[src/rtl/dao_pkg.sv]
// ----------------------------------------------------------------------------
// dao_pkg - shared types and constants for the Dadras attractor oscillator
// Sequencer states, register indexes, step op codes and saturation helper.
// ----------------------------------------------------------------------------
`default_nettype none

package dao_pkg;

    // Data word width (Q8.24 by default)
    localparam int DATA_W = 32;

    // Sequencer states
    typedef enum logic [2:0] {
        ST_IDLE,
        ST_DECIDE,
        ST_STEP,
        ST_POST,
        ST_INTERP,
        ST_EMIT
    } state_t;

    // Configuration register indexes
    typedef logic [2:0] reg_idx_t;
    localparam reg_idx_t REG_COEF_A    = 3'd0;
    localparam reg_idx_t REG_COEF_B    = 3'd1;
    localparam reg_idx_t REG_COEF_C    = 3'd2;
    localparam reg_idx_t REG_COEF_D    = 3'd3;
    localparam reg_idx_t REG_COEF_E    = 3'd4;
    localparam reg_idx_t REG_TIME_STEP = 3'd5;
    localparam reg_idx_t REG_STEPS     = 3'd6;
    localparam reg_idx_t REG_PERIOD    = 3'd7;

    // Euler step micro-ops, at most one product per op
    typedef logic [3:0] op_t;
    localparam op_t OP_AX   = 4'd0;   // a*x
    localparam op_t OP_BY   = 4'd1;   // b*y, save a*x
    localparam op_t OP_BYZ  = 4'd2;   // (b*y)*z
    localparam op_t OP_CY   = 4'd3;   // c*y, save b*y*z
    localparam op_t OP_XY   = 4'd4;   // x*y, save c*y
    localparam op_t OP_DX   = 4'd5;   // d*x, save x*y
    localparam op_t OP_DXY  = 4'd6;   // (d*x)*y
    localparam op_t OP_EZ   = 4'd7;   // e*z, save d*x*y
    localparam op_t OP_DERV = 4'd8;   // form the three derivatives
    localparam op_t OP_DTX  = 4'd9;   // dt*fx
    localparam op_t OP_DTY  = 4'd10;  // dt*fy, update x
    localparam op_t OP_DTZ  = 4'd11;  // dt*fz, update y
    localparam op_t OP_LAST = 4'd12;  // update z

    // Clamp a 36 bit signed sum to the 32 bit range
    function automatic logic signed [DATA_W-1:0] sat36(input logic signed [35:0] v);
        logic signed [35:0] hi;
        logic signed [35:0] lo;
        hi = 36'sh0_7FFF_FFFF;
        lo = -36'sh0_8000_0000;
        if (v > hi)
            return hi[DATA_W-1:0];
        else if (v < lo)
            return lo[DATA_W-1:0];
        else
            return v[DATA_W-1:0];
    endfunction

endpackage

`default_nettype wire

[src/rtl/dao_fxmul.sv]
// ----------------------------------------------------------------------------
// dao_fxmul - shared fixed-point multiplier
// Signed 32x32 product, floor shift by the fraction width, saturate, register.
// ----------------------------------------------------------------------------
`default_nettype none

module dao_fxmul #(
    parameter int FRAC_BITS = 24
) (
    input  wire logic                            clk,
    input  wire logic signed [dao_pkg::DATA_W-1:0] op_a,
    input  wire logic signed [dao_pkg::DATA_W-1:0] op_b,
    output logic signed [dao_pkg::DATA_W-1:0]      prod_q
);

    logic signed [2*dao_pkg::DATA_W-1:0] full;
    logic signed [2*dao_pkg::DATA_W-1:0] shifted;
    logic signed [dao_pkg::DATA_W-1:0]   sat_val;
    logic signed [dao_pkg::DATA_W-1:0]   prod_reg;

    // arithmetic shift rounds toward minus infinity
    always_comb
    begin
        full    = 64'(op_a) * 64'(op_b);
        shifted = full >>> FRAC_BITS;
        if (shifted > 64'sh0000_0000_7FFF_FFFF)
            sat_val = 32'sh7FFF_FFFF;
        else if (shifted < -64'sh0000_0000_8000_0000)
            sat_val = 32'sh8000_0000;
        else
            sat_val = shifted[dao_pkg::DATA_W-1:0];
    end

    always_ff @(posedge clk)
    begin
        prod_reg <= sat_val;
    end

    assign prod_q = prod_reg;

endmodule

`default_nettype wire

[config.mk]
export PLATFORM = sky130hd
export DESIGN_NAME = dao_fxmul
export DESIGN_NICKNAME = d
export VERILOG_FILES = /design/src/rtl/dao_pkg.sv /design/src/rtl/dao_fxmul.sv
export SDC_FILE = /design/constraint.sdc
export NUM_CORES = 2
export LEC_CHECK = 0
export BUFFER_PORTS_ARGS = -buffer_cell sky130_fd_sc_hd__buf_4
export CORE_MARGIN = 2
export CORE_UTILIZATION = 55
export DETAILED_ROUTE_END_ITERATION = 12
export PLACE_DENSITY_LB_ADDON = 0.08
export SLEW_MARGIN = 20
export SYNTH_ARGS = -nofsm -noshare
export SYNTH_HDL_FRONTEND = slang
export SYNTH_SLANG_ARGS = --single-unit
[constraint.sdc]
create_clock -name clk -period 24.5 [get_ports clk]
set_input_delay 3.675 -clock clk [delete_from_list [all_inputs] [get_ports clk]]
set_output_delay 3.675 -clock clk [all_outputs]
set_load 0.05 [all_outputs]
==> run summary <==
## STA
* Final Setup Violations: 0
* Fin. Hold Viols: 0
* number of pins with negative max-slew slack in the final report: 0
* final total negative setup slack: 0 ps
* setup repair after global routing missed its margin: false
* achievable frequency: 76.7 MHz
* period utilization: 0.532
* post-layout min period: 13,040 ps
* relative max-transition margin: 0.351
* pin slew with the least headroom to its limit: 973 ps

## Drt
* Detailed Routing Iterations Pass 1: 5
* number of nets still failing antenna checks after routing: 0
* mean number of vias per cell: 5.42
* per-cell routed wire length: 20.4 um
* total number of vias: 25,762
* violation count after the first detailed-routing iteration: 1,232
* total wirelength of the detailed-routed design: 96.8 mm
* DR DRC count: 0

## CTS
* register clock-pin slew on the reported worst setup and hold paths: 50 ps
* buffer type at the clock tree root: sky130_fd_sc_hd__clkbuf_16
* number of post-CTS setup repair buffers: 0
* clock net sink count: 32
* total number of H-tree levels: 2
* cells resized by post-CTS repair: 0
* CTS buffer count: 5
* Clock Tree Buf Depth: 2
* CTS hold repair buffers: 0
* CTS tree: yes

## Synth
* FFs w/ async S/R, synth: 0
* top area cells in the synthesized netlist: sky130_fd_sc_hd__fa_1 57%, sky130_fd_sc_hd__inv_1 9.4%, sky130_fd_sc_hd__and2_1 8.5%, sky130_fd_sc_hd__ha_1 6.0%, sky130_fd_sc_hd__nand2_1 5.4%
* register area share after synthesis: 0.0170
* unique cell type count in the Yosys netlist: 75
* most numerous cell in the Yosys netlist: sky130_fd_sc_hd__fa_1
* most frequently used flop master after synthesis: sky130_fd_sc_hd__dfxtp_1
* top cell type by total area after synthesis: sky130_fd_sc_hd__fa_1
* flops & latches, synth: 32
* share of Yosys cell area claimed by the top area cell type: 0.574
* cell count after synthesis: 3,985
* number of synthesized flops with an enable pin: 0
* average size of a mapped cell: 9.47 sq um
* Synth top cells by count: 1,081 x sky130_fd_sc_hd__fa_1, 945 x sky130_fd_sc_hd__inv_1, 540 x sky130_fd_sc_hd__nand2_1, 512 x sky130_fd_sc_hd__and2_1, 197 x sky130_fd_sc_hd__clkbuf_1
* Yosys warnings: 0
* Net Count, Synth: 5,311
* Cell Area, Synth: 37,700 sq um

## Worst setup path
* arrival time of data at the critical path endpoint: 13,210 ps
* kind of start point of the critical path: input pin
* cell with the most instances on the worst path: sky130_fd_sc_hd__fa_1
* buffers plus inverters on the worst setup path: 5
* WS Path Type: in2reg
* top cell family by delay on the critical path: adder cells
* critical path peak fanout: 32
* slowest stage delay, CP: 1050 ps
* CP endpoint kind: flip-flop
* WP data required: 24,670 ps
* Critical Path Slowest Stage Cell: sky130_fd_sc_hd__fa_1

## Global routing
* number of global-route vias before repair: 29,269
* total congestion overflow: 0
* wire length of the first global-routing pass: 161 mm
* pin count of the biggest net entering global routing: 33
* antenna violations before repair: 3
* total global-route track usage: 0.294

## Floorplan
* number of top-level pins: 97
* Total Die Area: 70,700 sq um
* core area: 68,200 sq um
* Starting Density: 0.553
* total number of placement rows: 96
* Die Y: 266 um
* horizontal die dimension: 266 um

## Job
* number of maximum-capacitance constraint violations: 0

## Final layout
* proportion of layout cells with a drive suffix above 1: 0.0437
* Largest register FFs: 32
* area delta synth->final: 2.79%
* utilization after layout: 0.568
* Final Net Count: 5,192

## Placed design
* routability congestion estimate from global placement: 0.901
* port bufs: 96
* half-perimeter wire length after placement: 81.6 mm

## Status
* result of the run: finished, final reports clean

## Min path
* class of the most critical hold timing path: reg2out

[kinds of logic (layout without fill, tap and decap cells)]
group,after synthesis,count (layout),share of synthesized area
fa+ha+maj,1261,1261,0.633
flops,32,32,0.0170
xor+xnor,53,53,0.0129
compound gates,242,242,0.0523
other cells,0,1,0
buf+inv,1171,1052,0.119
simple gates,1223,1223,0.165
mux,3,3,0.000829
[final timing paths]
check                      from         to  slack, ps  depth (start not counted)
worst max-delay path    op_b[3]  prod_q[8]      11460                         25
worst min-delay path  prod_q[0]  prod_q[0]       4410                          1
[layout make-up]
class / count / area (sq um)
antenna: 1 / 2.50
tap: 882 / 1100
timing repair buffer: 100 / 751
sequential: 32 / 641
multi-input combinational: 2782 / 32600
fill: 6135 / 29400
clock inverter: 1 / 5.00
inverter: 945 / 3550
clock buffer: 6 / 129
[through the flow]
| stage | hold slack, ps | area (sq um) | std cells | setup slack, ps |
|---|---|---|---|---|
| 4_1_cts | 4420 | 38800 | 4748 | 11410 |
| 3_5_place_dp | 4130 | 38600 | 4741 | 11150 |
| 2_1_floorplan | 4110 | 37700 | 3985 | 12870 |
| 3_3_place_gp | 4130 | 38600 | 4741 | 11280 |
| 6_report | 4410 | 38800 | 4749 | 11460 |
| 5_1_grt | 4430 | 38800 | 4749 | 10880 |
[layout by cell type, fill, tap and decap left out, types with 29 or more instances in the layout]
cell                       netlist  final
sky130_fd_sc_hd__xnor2_1        33     33
sky130_fd_sc_hd__nand2_1       540    540
sky130_fd_sc_hd__dfxtp_1        32     32
sky130_fd_sc_hd__o311ai_2       29     29
sky130_fd_sc_hd__buf_4          11    100
sky130_fd_sc_hd__fa_1         1081   1081
sky130_fd_sc_hd__a21o_1         29     29
sky130_fd_sc_hd__ha_1          180    180
sky130_fd_sc_hd__inv_1         945    945
sky130_fd_sc_hd__a21oi_1        59     59
sky130_fd_sc_hd__nor2_1         50     50
sky130_fd_sc_hd__and2_1        512    512
sky130_fd_sc_hd__nand2b_1       41     41
[routing by layer]
metal,GRT usage,wire [um],vias up
li1,-,-,11271
met1,0.373,38100,13705
met2,0.534,50900,630
met3,0.0283,4260,154
met4,0.0900,3510,2
met5,0,12,-
Power is not shown: default switching activity piles up to over one toggle a cycle in this logic, so the estimate is an artifact.
