$ cat src/rtl/dao_pkg.sv
// ----------------------------------------------------------------------------
// dao_pkg - shared types and constants for the Dadras attractor oscillator
// Sequencer states, register indexes, step op codes and saturation helper.
// ----------------------------------------------------------------------------
`default_nettype none

package dao_pkg;

    // Data word width (Q8.24 by default)
    localparam int DATA_W = 32;

    // Sequencer states
    typedef enum logic [2:0] {
        ST_IDLE,
        ST_DECIDE,
        ST_STEP,
        ST_POST,
        ST_INTERP,
        ST_EMIT
    } state_t;

    // Configuration register indexes
    typedef logic [2:0] reg_idx_t;
    localparam reg_idx_t REG_COEF_A    = 3'd0;
    localparam reg_idx_t REG_COEF_B    = 3'd1;
    localparam reg_idx_t REG_COEF_C    = 3'd2;
    localparam reg_idx_t REG_COEF_D    = 3'd3;
    localparam reg_idx_t REG_COEF_E    = 3'd4;
    localparam reg_idx_t REG_TIME_STEP = 3'd5;
    localparam reg_idx_t REG_STEPS     = 3'd6;
    localparam reg_idx_t REG_PERIOD    = 3'd7;

    // Euler step micro-ops, at most one product per op
    typedef logic [3:0] op_t;
    localparam op_t OP_AX   = 4'd0;   // a*x
    localparam op_t OP_BY   = 4'd1;   // b*y, save a*x
    localparam op_t OP_BYZ  = 4'd2;   // (b*y)*z
    localparam op_t OP_CY   = 4'd3;   // c*y, save b*y*z
    localparam op_t OP_XY   = 4'd4;   // x*y, save c*y
    localparam op_t OP_DX   = 4'd5;   // d*x, save x*y
    localparam op_t OP_DXY  = 4'd6;   // (d*x)*y
    localparam op_t OP_EZ   = 4'd7;   // e*z, save d*x*y
    localparam op_t OP_DERV = 4'd8;   // form the three derivatives
    localparam op_t OP_DTX  = 4'd9;   // dt*fx
    localparam op_t OP_DTY  = 4'd10;  // dt*fy, update x
    localparam op_t OP_DTZ  = 4'd11;  // dt*fz, update y
    localparam op_t OP_LAST = 4'd12;  // update z

    // Clamp a 36 bit signed sum to the 32 bit range
    function automatic logic signed [DATA_W-1:0] sat36(input logic signed [35:0] v);
        logic signed [35:0] hi;
        logic signed [35:0] lo;
        hi = 36'sh0_7FFF_FFFF;
        lo = -36'sh0_8000_0000;
        if (v > hi)
            return hi[DATA_W-1:0];
        else if (v < lo)
            return lo[DATA_W-1:0];
        else
            return v[DATA_W-1:0];
    endfunction

endpackage

`default_nettype wire

$ cat src/rtl/dao_interp.sv
// ----------------------------------------------------------------------------
// dao_interp - iterative linear interpolator
// from + (to - from) * ph / per, quotient toward zero, one quotient bit a cycle.
// ----------------------------------------------------------------------------
`default_nettype none

module dao_interp (
    input  wire logic                              clk,
    input  wire logic                              rst_n,
    input  wire logic                              start,
    input  wire logic signed [dao_pkg::DATA_W-1:0] from_val,
    input  wire logic signed [dao_pkg::DATA_W-1:0] to_val,
    input  wire logic [15:0]                       ph,
    input  wire logic [15:0]                       per,
    output logic                                   busy,
    output logic                                   done,
    output logic signed [dao_pkg::DATA_W-1:0]      result
);

    localparam int DVD_W = 49;
    localparam int CNT_W = 6;

    logic               busy_reg;
    logic               done_reg;
    logic [CNT_W-1:0]   cnt_reg;
    logic [DVD_W-1:0]   dvd_reg;
    logic [16:0]        rem_reg;
    logic [15:0]        per_reg;
    logic               neg_reg;
    logic signed [31:0] from_reg;

    logic signed [32:0] diff;
    logic [32:0]        mag;
    logic [16:0]        trial;
    logic               fits;
    logic signed [35:0] sum;

    // magnitude of the difference and one division step
    always_comb
    begin
        diff  = 33'(to_val) - 33'(from_val);
        mag   = diff[32] ? 33'(-diff) : 33'(diff);
        trial = {rem_reg[15:0], dvd_reg[DVD_W-1]};
        fits  = trial >= {1'b0, per_reg};
    end

    always_ff @(posedge clk or negedge rst_n)
    begin
        if (!rst_n)
        begin
            busy_reg <= 1'b0;
            done_reg <= 1'b0;
            cnt_reg  <= '0;
        end
        else
        begin
            done_reg <= 1'b0;
            if (start)
            begin
                busy_reg <= 1'b1;
                cnt_reg  <= '0;
            end
            else if (busy_reg)
            begin
                cnt_reg <= cnt_reg + 1'b1;
                if (cnt_reg == CNT_W'(DVD_W - 1))
                begin
                    busy_reg <= 1'b0;
                    done_reg <= 1'b1;
                end
            end
        end
    end

    // restoring divider datapath
    always_ff @(posedge clk)
    begin
        if (start)
        begin
            dvd_reg  <= DVD_W'(mag * 49'(ph));
            rem_reg  <= '0;
            per_reg  <= per;
            neg_reg  <= diff[32];
            from_reg <= from_val;
        end
        else if (busy_reg)
        begin
            if (fits)
            begin
                rem_reg <= trial - {1'b0, per_reg};
                dvd_reg <= {dvd_reg[DVD_W-2:0], 1'b1};
            end
            else
            begin
                rem_reg <= trial;
                dvd_reg <= {dvd_reg[DVD_W-2:0], 1'b0};
            end
        end
    end

    // quotient stays below the difference magnitude
    always_comb
    begin
        if (neg_reg)
            sum = 36'(from_reg) - 36'({1'b0, dvd_reg[32:0]});
        else
            sum = 36'(from_reg) + 36'({1'b0, dvd_reg[32:0]});
    end

    assign busy   = busy_reg;
    assign done   = done_reg;
    assign result = dao_pkg::sat36(sum);

endmodule

`default_nettype wire

$ cat config.mk
export PLATFORM = sky130hd
export DESIGN_NAME = dao_interp
export DESIGN_NICKNAME = d
export VERILOG_FILES = /design/src/rtl/dao_pkg.sv /design/src/rtl/dao_interp.sv
export SDC_FILE = /design/constraint.sdc
export NUM_CORES = 2
export LEC_CHECK = 0
export BUFFER_PORTS_ARGS = -buffer_cell sky130_fd_sc_hd__buf_2
export CAP_MARGIN = 20
export CORE_AREA = 2 2 229 231
export CTS_CLUSTER_DIAMETER = 100
export DETAILED_ROUTE_END_ITERATION = 10
export DIE_AREA = 0 0 231 233
export PLACE_DENSITY = 0.79
export SYNTH_ARGS = -nofsm -noshare
export SYNTH_HDL_FRONTEND = slang
export SYNTH_SLANG_ARGS = --single-unit
export TNS_END_PERCENT = 10
$ cat constraint.sdc
create_clock -name clk -period 12.2 [get_ports clk]
set_clock_uncertainty 0.2 [all_clocks]
set_input_delay 0.61 -clock clk [delete_from_list [all_inputs] [get_ports clk]]
set_output_delay 0.61 -clock clk [all_outputs]
set_load 0.01 [all_outputs]
==> out/qor.csv <==
stage,metric,value,unit
setup_path,path_max_fanout,13,
floorplanning,initial_core_util,54.5,%
logic_synthesis,synth-seq-area-share,12.4,%
job,maxCapViolCount,0,
timing,drv_slew,0,
cells_and_area,largest_reg_flops,49,
drt,drc,0,
logic_synthesis,synthFlopType,edfxtp_1,
logic_synthesis,yosysWarnings,0,
cells_and_area,area_delta_synth_final,6.63,%
cts,cts.sinks,122,
logic_synthesis,synth_area_leaders,"fa_1 (31%), edfxtp_1 (11%), ha_1 (9.3%)",
cells_and_area,nNetsFinal,3978,
worst_hold_path,min_to,per_reg[0],
cts,path_clk_slew,0.06,ns
timing,max_freq,0.0936,GHz
global_routing,grt_overflow_total,0,
setup_path,critPathArrivalTime,10.68,ns
cts,cts_buffers,17,
status,run_status,"complete, no violations",
setup_path,worst_setup_path_start_kind,input pin,
logic_synthesis,netlist_area,27900,µm²
drt,first_iter_violations,1635,
drt,vias_per_cell,5.71,
worst_hold_path,hold_class,input pin to flop,
logic_synthesis,syn-num-nets,3930,
cells_and_area,fill_cells,4388,
cells_and_area,drive_above_1_share,9.48,%
logic_synthesis,synth_common_cells,"inv_1 (537), fa_1 (435), nand2_1 (408)",
global_routing,grt_pass1_wl,117000,µm
drt,routed_wl,70900,µm
timing,timing.final.hold_violations,0,
floorplanning,dieWidth,231,µm
floorplanning,die_area,53800,µm²
drt,detail-route-antenna-nets,0,
setup_path,crit_path_end_kind,flop,
timing,tightest_slew,1.07,ns
setup_path,crit_type,input pin to flop,
cts,cts_tree,done,
floorplanning,io_pins,133,
logic_synthesis,syn_area_per_cell,8.74,µm²
drt,dr_total_vias,22459,
placement,numPortBuffers,132,
placement,dp.final_hpwl,55000,µm
setup_path,cp.required,12.20,ns
timing,setup_violations,0,
floorplanning,fp.dieH,233,µm
global_routing,grt_max_degree,71,
setup_path,cpMaxStageDelayCell,xor2_1,
logic_synthesis,synth.most_common_cell,inv_1,
logic_synthesis,synthArstFlopShare,6.56,%
placement,gp_routability_congestion,0.921,
global_routing,grt_pass1_vias,22960,
setup_path,reg2reg_from,per_reg[1],
floorplanning,core_area,51100,µm²
timing,relSlewSlack,28.4,%
timing,fin_setup_tns,0,ns
logic_synthesis,synth_top_cell_by_area,fa_1,
cts,clock_path_buffers,2,
setup_path,r2r_cells,13,
cells_and_area,design_area,29700,µm²
setup_path,r2r_end,rem_reg[8],
logic_synthesis,synth-edff-count,98,
setup_path,critical_path_buf_inv_count,7,
timing,final.period_utilization,87.6,%
global_routing,antenna_found_initial,3,
drt,first_pass_iters,5,
logic_synthesis,yosys_register_bits,122,
cts,h-tree-depth,4,
timing,period_minus_slack,10.69,ns
placement,place_area,29200,µm²
setup_path,r2r_slack,8.93,ns
timing,rsz0062_at_grt,no,
drt,routedWlPerCell,18.0,µm
setup_path,cp_top_family,compound AO/OA/AOI/OAI gates,
floorplanning,std_cell_rows,83,
logic_synthesis,syn_inst,3189,
worst_hold_path,holdCritStartpoint,per[0],
setup_path,critPathMaxStageDelay,0.63,ns
cts,root_buffer,clkbuf_16,
logic_synthesis,synth_top_area_share,31.2,%
logic_synthesis,synth_cell_type_count,83,
global_routing,track_usage,27.3,%
cells_and_area,fin_util,58.2,%
worst_hold_path,hold_depth,1,
cts,insertion_delay,0.44,ns
per-layer routing:
metal / global-route usage [%] / part of all wire, % / vias to the layer above
met2: 44.2 / 46 / 962
met3: 5.72 / 9.2 / 130
met4: 7.86 / 2.2 / 0
li1: - / - / 10331
met5: 0 / 0 / -
met1: 37.2 / 43 / 11036
worst reg2reg max path, cell delays in order, from the launching register on:
cell and delay (ns):
edfxtp_1 0.41, inv_1 0.08, ha_1 0.23, nor2b_1 0.13
o21ai_0 0.21, a21boi_0 0.15, o21ai_0 0.32, a211o_1 0.21
a41oi_1 0.18, o41ai_2 0.32, buf_4 0.29, nand2_1 0.09
o31a_1 0.12, a211oi_1 0.24
cell families after synthesis:
| group | share of synthesized area [%] |
|---|---|
| AO/OA/AOI/OAI | 12.3 |
| XOR/XNOR | 5.27 |
| adder cells (fa/ha/maj) | 40.5 |
| buffers and inverters | 9.43 |
| flip-flops | 12.4 |
| multiplexers | 2.99 |
| AND/OR/NAND/NOR | 17.1 |
cell type report:
cell class / instances / area (µm²) / area share, %
Antenna cell: 3 / 7.51 / 0.0253
Sequential cell: 122 / 3460 / 11.7
Multi-Input combinational cell: 2378 / 21800 / 73.4
Tap cell: 680 / 851 / 2.86
Clock inverter: 12 / 88.8 / 0.299
Clock buffer: 20 / 457 / 1.54
Inverter: 538 / 2020 / 6.80
Timing Repair Buffer: 180 / 1030 / 3.45
stage by stage:
step                hold WS (ns)  std cells  worst slack [ns]
global placement           0.259       3896              1.43
detailed placement         0.261       3897              1.15
floorplan                  0.114       3189              2.39
finish                     0.140       3933              1.51
CTS                        0.118       3930              1.61
global route               0.128       3933             0.858
how the worst max path moves through the flow:
stage | from | to | slack (ns) | cells past startpoint
detailed placement | from_val[2] | dvd_reg[48] | 1.15 | 36
floorplan | from_val[2] | dvd_reg[48] | 2.39 | 37
global route | from_val[7] | dvd_reg[48] | 0.86 | 36
finish | from_val[2] | dvd_reg[48] | 1.51 | 36
global placement | from_val[0] | dvd_reg[48] | 1.43 | 33
CTS | from_val[2] | dvd_reg[48] | 1.61 | 36
cell usage in the layout, fill, tap and decap left out, types with 51 or more instances in the layout:
cell type and instances:
edfxtp_1 98, a21oi_1 141, a21o_1 62, nor2_1 137
ha_1 207, fa_1 435, buf_2 131, and2_1 192
inv_1 536, xnor2_1 111, nand2_1 408, xor2_1 51
o21ai_0 109
what timing repair did:
item                                   CTS  global route
resized for setup                        0             0
endpoints found under the hold margin    8             0
buffers inserted                         0             0
hold buffers                             1             0
Power is not shown: default switching activity piles up to over one toggle a cycle in this logic, so the estimate is an artifact.
